**config.mk**
```make
export PLATFORM = sky130hd
export DESIGN_NAME = json_payload_object_extractor_flat
export DESIGN_NICKNAME = d
export VERILOG_FILES = /design/src/design/jpoe_pkg.sv /design/src/design/jpoe_if.sv /design/src/design/json_payload_object_extractor.sv /design/src/flat_wrapper.sv
export SDC_FILE = /design/constraint.sdc
export NUM_CORES = 1
export LEC_CHECK = 0
export BUFFER_PORTS_ARGS = -buffer_cell sky130_fd_sc_hd__clkbuf_2
export CAP_MARGIN = 5
export CORE_ASPECT_RATIO = 2
export CORE_UTILIZATION = 46
export DETAILED_ROUTE_END_ITERATION = 8
export PLACE_DENSITY_LB_ADDON = 0.3
export SYNTH_ARGS = -nofsm -noshare
export SYNTH_HDL_FRONTEND = slang
export SYNTH_SLANG_ARGS = --single-unit
```
**constraint.sdc**
```tcl
create_clock -name clk -period 5.3 [get_ports clk]
set_clock_uncertainty 0.2 [all_clocks]
set_input_delay 0.265 -clock clk [delete_from_list [all_inputs] [get_ports clk]]
set_output_delay 0.265 -clock clk [all_outputs]
set_load 0.01 [all_outputs]
```
**src/design/jpoe_pkg.sv**
```systemverilog
// Shared types, codes and constants for the JSON payload object extractor.
// No dependencies; compiled first.
package jpoe_pkg;

  // Character counter width; valid range 8 to 32.
  localparam int CountWidth = 16;
  localparam int LenWidth   = 16;
  localparam int CmpWidth   = (CountWidth > LenWidth) ? CountWidth : LenWidth;

  localparam logic [CountWidth-1:0] CountMax = {CountWidth{1'b1}};
  localparam logic [LenWidth-1:0]   LenMax   = {LenWidth{1'b1}};
  localparam logic [15:0]           DepthMax = 16'hFFFF;

  localparam logic [15:0] BufferSizeReset = 16'd1024;

  localparam int          KeyLen  = 10;
  localparam logic [3:0]  KeyLast = 4'(KeyLen - 1);

  localparam logic [7:0] BraceOpen  = 8'h7B;  // '{'
  localparam logic [7:0] BraceClose = 8'h7D;  // '}'

  typedef enum logic [2:0] {
    PhSearch = 3'd0,
    PhSeek   = 3'd1,
    PhObject = 3'd2,
    PhDone   = 3'd3
  } phase_t;

  typedef enum logic [2:0] {
    StOk       = 3'd0,
    StNoKey    = 3'd1,
    StNoBrace  = 3'd2,
    StNoEnd    = 3'd3,
    StTooLarge = 3'd4
  } status_t;

  typedef struct packed {
    logic [7:0]          out_byte;
    logic                byte_valid;
    logic                status_valid;
    status_t             status;
    logic [LenWidth-1:0] payload_length;
  } result_t;

  // Key text: "payload":
  function automatic logic [7:0] key_char(input logic [3:0] idx);
    logic [7:0] ch;
    case (idx)
      4'd0:    ch = 8'h22;  // "
      4'd1:    ch = 8'h70;  // p
      4'd2:    ch = 8'h61;  // a
      4'd3:    ch = 8'h79;  // y
      4'd4:    ch = 8'h6C;  // l
      4'd5:    ch = 8'h6F;  // o
      4'd6:    ch = 8'h61;  // a
      4'd7:    ch = 8'h64;  // d
      4'd8:    ch = 8'h22;  // "
      4'd9:    ch = 8'h3A;  // :
      default: ch = 8'h00;
    endcase
    return ch;
  endfunction

  // Count reported as payload_length, saturating.
  function automatic logic [LenWidth-1:0] len_of(input logic [CountWidth-1:0] cnt);
    logic [CmpWidth-1:0] wide;
    wide = CmpWidth'(cnt);
    if (wide > CmpWidth'(LenMax)) begin
      return LenMax;
    end
    return wide[LenWidth-1:0];
  endfunction

endpackage

```
**src/design/jpoe_if.sv**
```systemverilog
// Channel interfaces of the JSON payload object extractor: input, result, config.
// Independent of the package; valid/ready handshake on each.
interface jpoe_in_if;
  logic       valid;
  logic       ready;
  logic [7:0] in_byte;
  logic       msg_last;
  modport source (output valid, output in_byte, output msg_last, input ready);
  modport sink   (input valid, input in_byte, input msg_last, output ready);
endinterface

interface jpoe_out_if;
  logic        valid;
  logic        ready;
  logic [7:0]  out_byte;
  logic        byte_valid;
  logic        status_valid;
  logic [2:0]  status;
  logic [15:0] payload_length;
  modport source (output valid, output out_byte, output byte_valid, output status_valid,
                  output status, output payload_length, input ready);
  modport sink   (input valid, input out_byte, input byte_valid, input status_valid,
                  input status, input payload_length, output ready);
endinterface

interface jpoe_cfg_if;
  logic        valid;
  logic        ready;
  logic [15:0] buffer_size;
  modport source (output valid, output buffer_size, input ready);
  modport sink   (input valid, input buffer_size, output ready);
endinterface

```
**src/design/json_payload_object_extractor.sv**
```systemverilog
// Top level of the JSON payload object extractor.
// Depends on jpoe_pkg and the channel interfaces in jpoe_if.sv.

// Streams a message one character per word, finds the first "payload": key,
// then passes through the object that follows, from its '{' to the matching
// '}' (braces counted without regard to quoting), and reports one status per
// message: ok or too_large on the closing brace, or key / brace / end not
// found on the last character. Rate: one character per clock cycle while out_ch
// keeps up. All per-character work (key matcher with fallback, brace depth,
// length count) is one pass of logic into a result register; a one-word skid
// register behind it keeps in_ch.ready high through an out_ch stall until the
// skid fills, so ready only drops after the downstream side has held off two
// results. Characters that produce neither payload nor status yield no result
// word. The user must write buffer_size via cfg_ch only while the block is
// idle; the block itself does not enforce this. cfg_ch.ready is always high.
module json_payload_object_extractor (
  input  logic              clk,
  input  logic              rst_n,
  jpoe_in_if.sink           in_ch,
  jpoe_out_if.source        out_ch,
  jpoe_cfg_if.sink          cfg_ch
);
  import jpoe_pkg::*;

  // Scan state
  phase_t                phase_r, phase_nxt;
  logic [3:0]            match_r, match_nxt;
  logic [15:0]           depth_r, depth_nxt;
  logic [CountWidth-1:0] count_r, count_nxt;
  logic [15:0]           buf_size_r;

  // Output register and skid
  result_t main_r, skid_r;
  logic    main_valid_r, skid_valid_r;

  logic       in_fire, pop;
  logic [7:0] c;
  logic       last;
  phase_t     phase_cur, phase_step;
  logic [3:0] j0, j_step;
  logic       key_done;
  logic [15:0]           depth_dec;
  logic [CountWidth-1:0] count_inc;
  logic                  close_hit;
  logic                  too_large;
  result_t               res;
  logic                  has_res;

  assign c       = in_ch.in_byte;
  assign last    = in_ch.msg_last;
  assign in_fire = in_ch.valid && in_ch.ready;
  assign in_ch.ready = !skid_valid_r;
  assign cfg_ch.ready = 1'b1;

  // Unused phase codes fall back to searching
  always_comb begin
    case (phase_r)
      PhSearch, PhSeek, PhObject, PhDone: phase_cur = phase_r;
      default:                            phase_cur = PhSearch;
    endcase
  end

  // Key matcher; only position 9 has a nonzero fallback (to 1, past the quote)
  assign j0 = (match_r > KeyLast) ? 4'd0 : match_r;
  always_comb begin
    if (c == key_char(j0)) begin
      j_step = j0 + 4'd1;
    end else if (j0 == KeyLast && c == key_char(4'd1)) begin
      j_step = 4'd2;
    end else if (c == key_char(4'd0)) begin
      j_step = 4'd1;
    end else begin
      j_step = 4'd0;
    end
  end
  assign key_done = (j_step == 4'(KeyLen));

  assign depth_dec = (depth_r != 16'd0) ? depth_r - 16'd1 : 16'd0;
  assign count_inc = (count_r != CountMax) ? count_r + CountWidth'(1) : count_r;
  assign close_hit = (c == BraceClose) && (depth_dec == 16'd0);
  assign too_large = (CmpWidth'(count_inc) >= CmpWidth'(buf_size_r)) ||
                     (count_inc == CountMax);

  // Next phase
  always_comb begin
    phase_step = phase_cur;
    case (phase_cur)
      PhSearch: if (key_done) begin
        phase_step = PhSeek;
      end
      PhSeek: if (c == BraceOpen) begin
        phase_step = PhObject;
      end
      PhObject: if (close_hit) begin
        phase_step = PhDone;
      end
      PhDone:   phase_step = PhDone;
      default:  phase_step = PhSearch;
    endcase
    phase_nxt = last ? PhSearch : phase_step;
  end

  // Datapath and result word
  always_comb begin
    match_nxt = match_r;
    depth_nxt = depth_r;
    count_nxt = count_r;
    res       = '0;
    case (phase_cur)
      PhSearch: begin
        match_nxt = key_done ? 4'd0 : j_step;
      end
      PhSeek: if (c == BraceOpen) begin
        depth_nxt      = 16'd1;
        count_nxt      = CountWidth'(1);
        res.byte_valid = 1'b1;
      end
      PhObject: begin
        res.byte_valid = 1'b1;
        count_nxt      = count_inc;
        if (c == BraceOpen) begin
          depth_nxt = (depth_r != DepthMax) ? depth_r + 16'd1 : depth_r;
        end else if (c == BraceClose) begin
          depth_nxt = depth_dec;
          if (close_hit) begin
            res.status_valid   = 1'b1;
            res.status         = too_large ? StTooLarge : StOk;
            res.payload_length = len_of(count_inc);
          end
        end
      end
      default: ;
    endcase
    if (res.byte_valid) begin
      res.out_byte = c;
    end
    if (last) begin
      if (!res.status_valid && phase_step != PhDone) begin
        res.status_valid = 1'b1;
        case (phase_step)
          PhSearch: res.status = StNoKey;
          PhSeek:   res.status = StNoBrace;
          default: begin
            res.status         = StNoEnd;
            res.payload_length = len_of(count_nxt);
          end
        endcase
      end
      match_nxt = 4'd0;
      depth_nxt = 16'd0;
      count_nxt = '0;
    end
  end
  assign has_res = res.byte_valid || res.status_valid;

  always_ff @(posedge clk) begin
    if (!rst_n) begin
      phase_r    <= PhSearch;
      match_r    <= 4'd0;
      depth_r    <= 16'd0;
      count_r    <= '0;
      buf_size_r <= BufferSizeReset;
    end else begin
      if (in_fire) begin
        phase_r <= phase_nxt;
        match_r <= match_nxt;
        depth_r <= depth_nxt;
        count_r <= count_nxt;
      end
      if (cfg_ch.valid) begin
        buf_size_r <= cfg_ch.buffer_size;
      end
    end
  end

  // Output register with one-word skid
  assign pop = main_valid_r && out_ch.ready;

  always_ff @(posedge clk) begin
    if (!rst_n) begin
      main_valid_r <= 1'b0;
      skid_valid_r <= 1'b0;
    end else if (pop) begin
      if (skid_valid_r) begin
        main_valid_r <= 1'b1;
        skid_valid_r <= 1'b0;
      end else begin
        main_valid_r <= in_fire && has_res;
      end
    end else if (in_fire && has_res) begin
      if (!main_valid_r) begin
        main_valid_r <= 1'b1;
      end else begin
        skid_valid_r <= 1'b1;
      end
    end
  end

  always_ff @(posedge clk) begin
    if (pop) begin
      main_r <= skid_valid_r ? skid_r : res;
    end else if (!main_valid_r) begin
      main_r <= res;
    end
    if (!skid_valid_r) begin
      skid_r <= res;
    end
  end

  assign out_ch.valid          = main_valid_r;
  assign out_ch.out_byte       = main_r.out_byte;
  assign out_ch.byte_valid     = main_r.byte_valid;
  assign out_ch.status_valid   = main_r.status_valid;
  assign out_ch.status         = main_r.status;
  assign out_ch.payload_length = main_r.payload_length;

`ifndef ASSERT_OFF
  // Skid only fills behind an occupied main register
  a_skid_order: assert property (@(posedge clk) disable iff (!rst_n)
    skid_valid_r |-> main_valid_r)
    else $error("skid word held without main word");

  // Inside the object the depth never sits at zero
  a_depth_live: assert property (@(posedge clk) disable iff (!rst_n)
    (phase_r == PhObject) |-> (depth_r != 16'd0))
    else $error("object phase with zero brace depth");

  // Last character of a message restarts the scan
  a_restart: assert property (@(posedge clk) disable iff (!rst_n)
    (in_fire && last) |=> (phase_r == PhSearch && count_r == '0 && match_r == 4'd0))
    else $error("scan state not cleared at message end");

  // Every delivered word carries payload or status
  a_word_content: assert property (@(posedge clk) disable iff (!rst_n)
    main_valid_r |-> (main_r.byte_valid || main_r.status_valid))
    else $error("empty result word");
`endif

endmodule

```
**src/flat_wrapper.sv**
```systemverilog
// flat-port wrapper written by rule: the top's interface ports become plain ports
module json_payload_object_extractor_flat import jpoe_pkg::*;
  (clk, rst_n, in_ch_valid, in_ch_in_byte, in_ch_msg_last, in_ch_ready, out_ch_valid, out_ch_out_byte, out_ch_byte_valid, out_ch_status_valid, out_ch_status, out_ch_payload_length, out_ch_ready, cfg_ch_valid, cfg_ch_buffer_size, cfg_ch_ready);
  jpoe_in_if in_ch_i ();
  jpoe_out_if out_ch_i ();
  jpoe_cfg_if cfg_ch_i ();
  input  logic clk;
  input  logic rst_n;
  input wire logic [$bits(in_ch_i.valid)-1:0] in_ch_valid;
  input wire logic [$bits(in_ch_i.in_byte)-1:0] in_ch_in_byte;
  input wire logic [$bits(in_ch_i.msg_last)-1:0] in_ch_msg_last;
  output wire logic [$bits(in_ch_i.ready)-1:0] in_ch_ready;
  output wire logic [$bits(out_ch_i.valid)-1:0] out_ch_valid;
  output wire logic [$bits(out_ch_i.out_byte)-1:0] out_ch_out_byte;
  output wire logic [$bits(out_ch_i.byte_valid)-1:0] out_ch_byte_valid;
  output wire logic [$bits(out_ch_i.status_valid)-1:0] out_ch_status_valid;
  output wire logic [$bits(out_ch_i.status)-1:0] out_ch_status;
  output wire logic [$bits(out_ch_i.payload_length)-1:0] out_ch_payload_length;
  input wire logic [$bits(out_ch_i.ready)-1:0] out_ch_ready;
  input wire logic [$bits(cfg_ch_i.valid)-1:0] cfg_ch_valid;
  input wire logic [$bits(cfg_ch_i.buffer_size)-1:0] cfg_ch_buffer_size;
  output wire logic [$bits(cfg_ch_i.ready)-1:0] cfg_ch_ready;
  assign in_ch_i.valid = in_ch_valid;
  assign in_ch_i.in_byte = in_ch_in_byte;
  assign in_ch_i.msg_last = in_ch_msg_last;
  assign in_ch_ready = in_ch_i.ready;
  assign out_ch_valid = out_ch_i.valid;
  assign out_ch_out_byte = out_ch_i.out_byte;
  assign out_ch_byte_valid = out_ch_i.byte_valid;
  assign out_ch_status_valid = out_ch_i.status_valid;
  assign out_ch_status = out_ch_i.status;
  assign out_ch_payload_length = out_ch_i.payload_length;
  assign out_ch_i.ready = out_ch_ready;
  assign cfg_ch_i.valid = cfg_ch_valid;
  assign cfg_ch_i.buffer_size = cfg_ch_buffer_size;
  assign cfg_ch_ready = cfg_ch_i.ready;
  json_payload_object_extractor u_core (.clk(clk), .rst_n(rst_n), .in_ch(in_ch_i), .out_ch(out_ch_i), .cfg_ch(cfg_ch_i));
endmodule
```
==> results.yml, run 1 <==
sta:
  setup_viol: 0
  fmax_mhz: 259
  rsz0062_at_grt: "no"
  tightest_slew_ps: 935
  fin_crit_ps: 3870
  tns_ps: 0
  slew_viol_final: 0
  slew_headroom: 0.373
  fin_crit_sh: 0.729
  hold_viol_final: 0
setup_path:
  path_cells: "nand4_2, nor4_2, a31o_2, or3_1, xor2_1, inv_1, ha_1, a21o_1, a21o_1, a21oi_1, o21ai_0, a21oi_1, o31ai_2, a22o_1"
  worstPathArrival_ps: 3830
  slowest_delay_ps: 490
  critPathTopFamily: "compound AO/OA/AOI/OAI gates"
  start_kind: "flop"
  path_buf_inv: 1
  path_class: "flop to flop"
  cp_max_fo: 7
  cp-end-kind: "flop"
  reg2reg_depth: 14
  cp_slowest_cell: "nor4_2"
  worstSetupStartpoint: "u_core.count_r[6]$_SDFFE_PN0P_"
  r2r_start: "u_core.count_r[6]$_SDFFE_PN0P_"
  required_ps: 5270
  rr_endpoint: "u_core.out_ch.status[2]$_DFFE_PP_"
  r2r_slack_ps: 1430
power:
  power_frac_comb: 0.061
  p_sw_frac: 0.223
  clkPwrFrac: 0.525
  p_leak_uw: 0.00326
  power_uw: 2240
  p_int_uw: 1740
  peakVddDrop_uv: 227
  p_per_area_nw_per_um2: 283
  p_seq_frac: 0.413
  p_sw_uw: 499
route:
  ant_nets: 0
  via_per_inst: 5.69
  wl_met2_mm: 8.72
  drc: 0
  drt_first_pass_iters: 7
  avgRoutedWirePerCell_microns: 15.4
  wl_met1_mm: 6.67
  wl_met3_microns: 528
  routed_wl_mm: 16.6
  drt_iter0_drc: 496
  via_count: 6125
  highest-signal-layer: "met4"
cells_and_area:
  fin_nets: 924
  ff_latch_area_sq_um: 2590
  final_common_cell: "nand2_1"
  layout_common_cells: "94 x nand2_1, 93 x nor2_1, 86 x dfxtp_1, 60 x clkbuf_2, 48 x a21oi_1"
  area_growth_pct: 18.4
  drive_gt1_frac: 0.138
  multi_input_area_sq_um: 3730
  insertedDiodeCount: 0
  finish.utilization: 0.554
  fillers: 1356
global_route:
  grt_pass1_vias: 5751
  overflow: 0
  antenna_found_initial: 0
  track_usage: 0.235
  grt_max_degree: 49
  grt_first_pass_wirelength_mm: 27.5
logic_synthesis:
  yosysSeqAreaShare: 0.388
  ys_seq_elements: 115
  synth_nets: 869
  synth_edf_count: 29
  netlist_area_sq_um: 6680
  async_flop_share: 0
  synth_cells: 816
  yosysWarnings: 0
  ys.flop_type: "dfxtp_1"
  yosysUniqueCellTypes: 72
  avgSynthCellArea_sq_um: 8.18
floorplan:
  die_y_microns: 172
  coreArea_sq_um: 14300
  boundaryPins: 62
  start_util: 0.468
  die_x_microns: 87.2
  rows: 62
  die_area_sq_um: 15000
cts:
  worstSkewPairLatency_ps: 410
  cts_root_buffer: "clkbuf_16"
  cts_made_buffers: 17
  htreeDepth: 4
  cts_buffer_depth: 2
  cts_tree: "yes"
  cts.repair.resized: 0
  post_cts_buffers: 0
  clock_sinks: 115
  clkTransAtPathRegs_ps: 60
hold_path:
  min_path_type: "input port to flop"
  hold_depth: 3
  hold_start: "in_ch_in_byte[1]"
  whs_endpoint: "u_core.skid_r[22]$_DFF_P_"
place:
  routabilityCongestion: 0.916
  dpl.hpwl_mm: 11.8
  io_buffers: 60
flow_run:
  cap_violations: 0
run_status:
  outcome: "completed"
## worst max path at each step
stage                                   endpoint  slack [ps]  depth (start not counted)
6_report       u_core.out_ch.status[2]$_DFFE_PP_        1430                         14
5_1_grt        u_core.out_ch.status[2]$_DFFE_PP_        1110                         11
4_1_cts        u_core.out_ch.status[2]$_DFFE_PP_        1450                         14
3_5_place_dp   u_core.out_ch.status[2]$_DFFE_PP_        1460                         14
3_3_place_gp   u_core.out_ch.status[2]$_DFFE_PP_        1500                         14
2_1_floorplan  u_core.out_ch.status[2]$_DFFE_PP_        1950                         14
## layer usage
metal	GRT usage	up-vias
li1	-	3033
met1	0.250	2891
met2	0.419	157
met3	0.0530	44
met4	0.133	0
met5	0	-
## power by group through the flow
stage          clock (uW)  combinational, uW  sequential (uW)
2_1_floorplan           0               75.3              948
3_3_place_gp            0                123              944
3_5_place_dp            0                124              944
4_1_cts              1200                137              925
5_1_grt              1240                154              928
6_report             1180                137              926
## cells in the mapped netlist, types with 3 or more instances
cell,instances,area [sq um]
nor2b_1,5,31.3
or4_1,5,37.5
mux2_2,3,33.8
nor4_1,9,56.3
xnor2_1,12,105
xor2_1,10,87.6
edfxtp_1,29,871
a21oi_1,48,240
or3_1,3,18.8
inv_1,39,146
dfxtp_1,86,1720
nand2b_1,13,81.3
nor3_1,17,85.1
ha_1,23,288
o21a_1,3,22.5
nor3_2,3,30.0
nand2_1,94,353
a21o_1,10,75.1
a2111oi_0,3,26.3
and2_1,5,31.3
nand3_1,25,125
and4_1,3,26.3
nor2_1,93,349
nor4_2,4,50.1
nor3b_1,5,37.5
o21ai_1,24,120
a31oi_1,7,43.8
clkbuf_1,47,176
and3_1,9,56.3
buf_2,7,35.0
a211oi_1,4,30.0
o21ai_0,44,220
mux2i_1,26,260
a22o_1,17,149
a31o_2,3,26.3
a22oi_1,16,120
nand4_1,15,93.8
o31ai_1,3,22.5
## metrics by stage
| stage | instances | setup WS [ps] | hold slack (ps) | area, sq um |
|---|---|---|---|---|
| floorplan | 816 | 1950 | 195 | 6680 |
| global placement | 1022 | 1500 | 240 | 7080 |
| detailed placement | 1022 | 1460 | 248 | 7080 |
| CTS | 1076 | 1450 | 23.9 | 7910 |
| global route | 1076 | 1110 | 32.3 | 7910 |
| finish | 1076 | 1430 | 31.1 | 7910 |
## area by class of cell
cell class                      instances  share of cell area
Inverter                               41              0.0195
Timing Repair Buffer                   91              0.0743
Clock buffer                           20              0.0579
Tap cell                              192              0.0304
Clock inverter                         12              0.0190
Sequential cell                       115               0.328
Multi-Input combinational cell        605               0.471
## cell families (layout without fill, tap and decap cells)
logic type | Yosys count | in the layout | synth area share
AND/OR/NAND/NOR | 324 | 324 | 0.242
AO/OA/AOI/OAI | 206 | 206 | 0.197
other | 1 | 1 | 0.000561
adder cells (fa/ha/maj) | 23 | 23 | 0.0431
XOR/XNOR | 22 | 22 | 0.0288
flip-flops | 115 | 115 | 0.388
multiplexers | 29 | 29 | 0.0440
buffers and inverters | 96 | 164 | 0.0558
## worst min-delay path, delay by kind of cell
family,cells,cell delay [ps]
compound gates,1,80
simple gates,1,110
buf+inv,1,140
## flip-flops by register name (all words and copies together), names as in the netlist
name                          count
u_core.out_ch.valid               1
u_core.out_ch.payload_length     16
u_core.buf_size_r                16
u_core.out_ch.status              3
u_core.skid_r                    29
u_core.out_ch.byte_valid          1
u_core.count_r                   16
u_core.depth_r                   16
u_core.out_ch.status_valid        1
u_core.out_ch.out_byte            8
u_core.skid_valid_r               1
u_core.phase_r                    3
u_core.match_r                    4
## repair_timing
action | 4_1_cts | 5_1_grt
hold buffers | 22 | 0
hold endpoints to repair | 22 | 0
setup endpoints to repair | 0 | 0
(Power assumes the default switching activity.)
==> run 2: changes to the inputs <==
- clock period: 5.3 -> 3.8 ns (I/O delays scaled with it)
==> run 2 against run 1 <==
  * First-iteration DRC count decreased by 38%
  * Combinational power up 44%
  * Worst hold slack worse by 16 ps
  * Core utilization up 1.2 points
  * Via count grew 0.33%
  * Register-to-register slack got worse by 1300 ps
  * Clock-buffer cell count unchanged
  * Non-clock buffer count is 22 higher
  * Global-route usage rose by 0.26 points
  * Worst setup slack worse by 1300 ps
  * Critical path type unchanged
==> results.yml, run 2 (same netlist as run 1, synthesis figures left out) <==
run_status:
  outcome: "completed"
cells_and_area:
  regMostFlops: "u_core.skid_r"
  layout_common_cells: "94 x nand2_1, 93 x nor2_1, 85 x dfxtp_1, 60 x clkbuf_2, 48 x a21oi_1"
  multi_input_area_sq_um: 3750
  insertedDiodeCount: 0
  largest_reg_flops: 29
  ff_latch_area_sq_um: 2590
  area_growth_pct: 21.0
  fin_nets: 946
  drive_gt1_frac: 0.161
  fillers: 1365
  final_common_cell: "nand2_1"
  finish.utilization: 0.566
global_route:
  grtUsageMet2: 0.431
  track_usage: 0.237
  grt.busiest_layer: "met2"
  use_met3: 0.0430
  use_met1: 0.254
  grt_first_pass_wirelength_mm: 27.6
  grt_pass1_vias: 5776
  grt_max_degree: 37
  antenna_found_initial: 0
  overflow: 0
power:
  peakVddDrop_uv: 319
  p_per_area_nw_per_um2: 375
  power_frac_comb: 0.065
  p_seq_frac: 0.426
  p_sw_uw: 733
  power_uw: 3030
  p_sw_frac: 0.242
  p_leak_uw: 0.00338
  clkPwrFrac: 0.509
  p_int_uw: 2290
floorplan:
  die_x_microns: 87.2
  coreArea_sq_um: 14300
  start_util: 0.468
  die_area_sq_um: 15000
  boundaryPins: 62
  die_y_microns: 172
  rows: 62
flow_run:
  cap_violations: 0
setup_path:
  start_kind: "flop"
  worstPathArrival_ps: 3620
  slowest_delay_ps: 460
  path_buf_inv: 1
  critPathTopFamily: "compound AO/OA/AOI/OAI gates"
  cp-end-kind: "flop"
  path_class: "flop to flop"
  r2r_slack_ps: 160
  cp_slowest_cell: "dfxtp_1"
  cp_max_fo: 6
  required_ps: 3780
  path_cells: "nand4_4, nor4_4, a31o_2, or3_1, xor2_2, inv_1, ha_1, a21o_1, a21o_1, a21oi_1, o21ai_0, a21oi_1, o31ai_2, a22o_1"
sta:
  tightest_slew_ps: 964
  setup_viol: 0
  slew_headroom: 0.354
  fin_crit_ps: 3640
  slew_viol_final: 0
  hold_viol_final: 0
  fin_crit_sh: 0.959
  fmax_mhz: 274
route:
  drt_first_pass_iters: 5
  routed_wl_mm: 17.2
  via_per_inst: 5.60
  avgRoutedWirePerCell_microns: 15.7
  drt_iter0_drc: 307
  ant_nets: 0
  via_count: 6145
  drc: 0
cts:
  clkTransAtPathRegs_ps: 60
  cts_buffer_depth: 2
  cts_made_buffers: 17
  cts_root_buffer: "clkbuf_16"
  clock_sinks: 115
  worstSkewPairLatency_ps: 420
  cts_tree: "yes"
  htreeDepth: 4
place:
  io_buffers: 60
  dpl.hpwl_mm: 12.3
  routabilityCongestion: 0.878
hold_path:
  min_path_type: "input port to flop"
run 2: cell count changes in the layout (fill, tap and decap cells not counted), sizes merged:
cell / before / now
dlygate4sd3: 22 / 24
clkinv: 4 / 6
clkinvlp: 2 / 3
bufinv: 3 / 0
buf: 9 / 29
run 2: timing repair:
action | in CTS | in global routing
resized for setup | 0 | 4
endpoints found under the setup margin | 0 | 1
buffers inserted | 0 | 0
hold buffers | 24 | 0
hold endpoints to repair | 26 | 0
run 2: layer usage:
layer / vias up / routed length, microns
li1: 3077 / -
met3: 55 / 511
met5: - / 0
met4: 0 / 634
met1: 2866 / 6840
met2: 147 / 9200
run 2: tightest hold or removal path, stage by stage:
cell,delay [ps]
clkbuf_2,190
nand2_1,120
o21ai_0,70
run 2: power groups by stage:
stage | registers (uW) | clock network (uW) | logic (uW)
final | 1290 | 1540 | 197
after global routing | 1290 | 1610 | 217
after CTS | 1290 | 1560 | 196
after detailed placement | 1320 | 0 | 175
after global placement | 1320 | 0 | 174
after floorplan | 1320 | 0 | 105
run 2: through the flow:
step	std cells	TNS, ps	hold slack [ps]	area, sq um	setup WS [ps]
floorplan	816	0	120	6680	446
global placement	1042	0	221	7230	178
detailed placement	1042	0	226	7230	139
CTS	1098	0	8.34	8050	65.3
global route	1098	-16.4	15.3	8080	-16.4
finish	1098	0	14.7	8080	156
run 2: path summary, 6_finish.rpt:
check,startpoint,end,depth (start not counted)
max reg2reg,u_core.count_r[3]$_SDFFE_PN0P_,u_core.out_ch.status[2]$_DFFE_PP_,14
min reg2reg,u_core.skid_r[1]$_DFF_P_,u_core.skid_r[1]$_DFF_P_,2
max,u_core.count_r[3]$_SDFFE_PN0P_,u_core.out_ch.status[2]$_DFFE_PP_,14
min,in_ch_in_byte[2],u_core.skid_r[23]$_DFF_P_,3
run 2: layout make-up:
type,instances,area share
inverters,41,0.0190
clock inverters,12,0.0113
well taps,192,0.0297
multi-input cells,605,0.464
repair buffers,113,0.0939
flip-flops and latches,115,0.321
clock buffers,20,0.0606
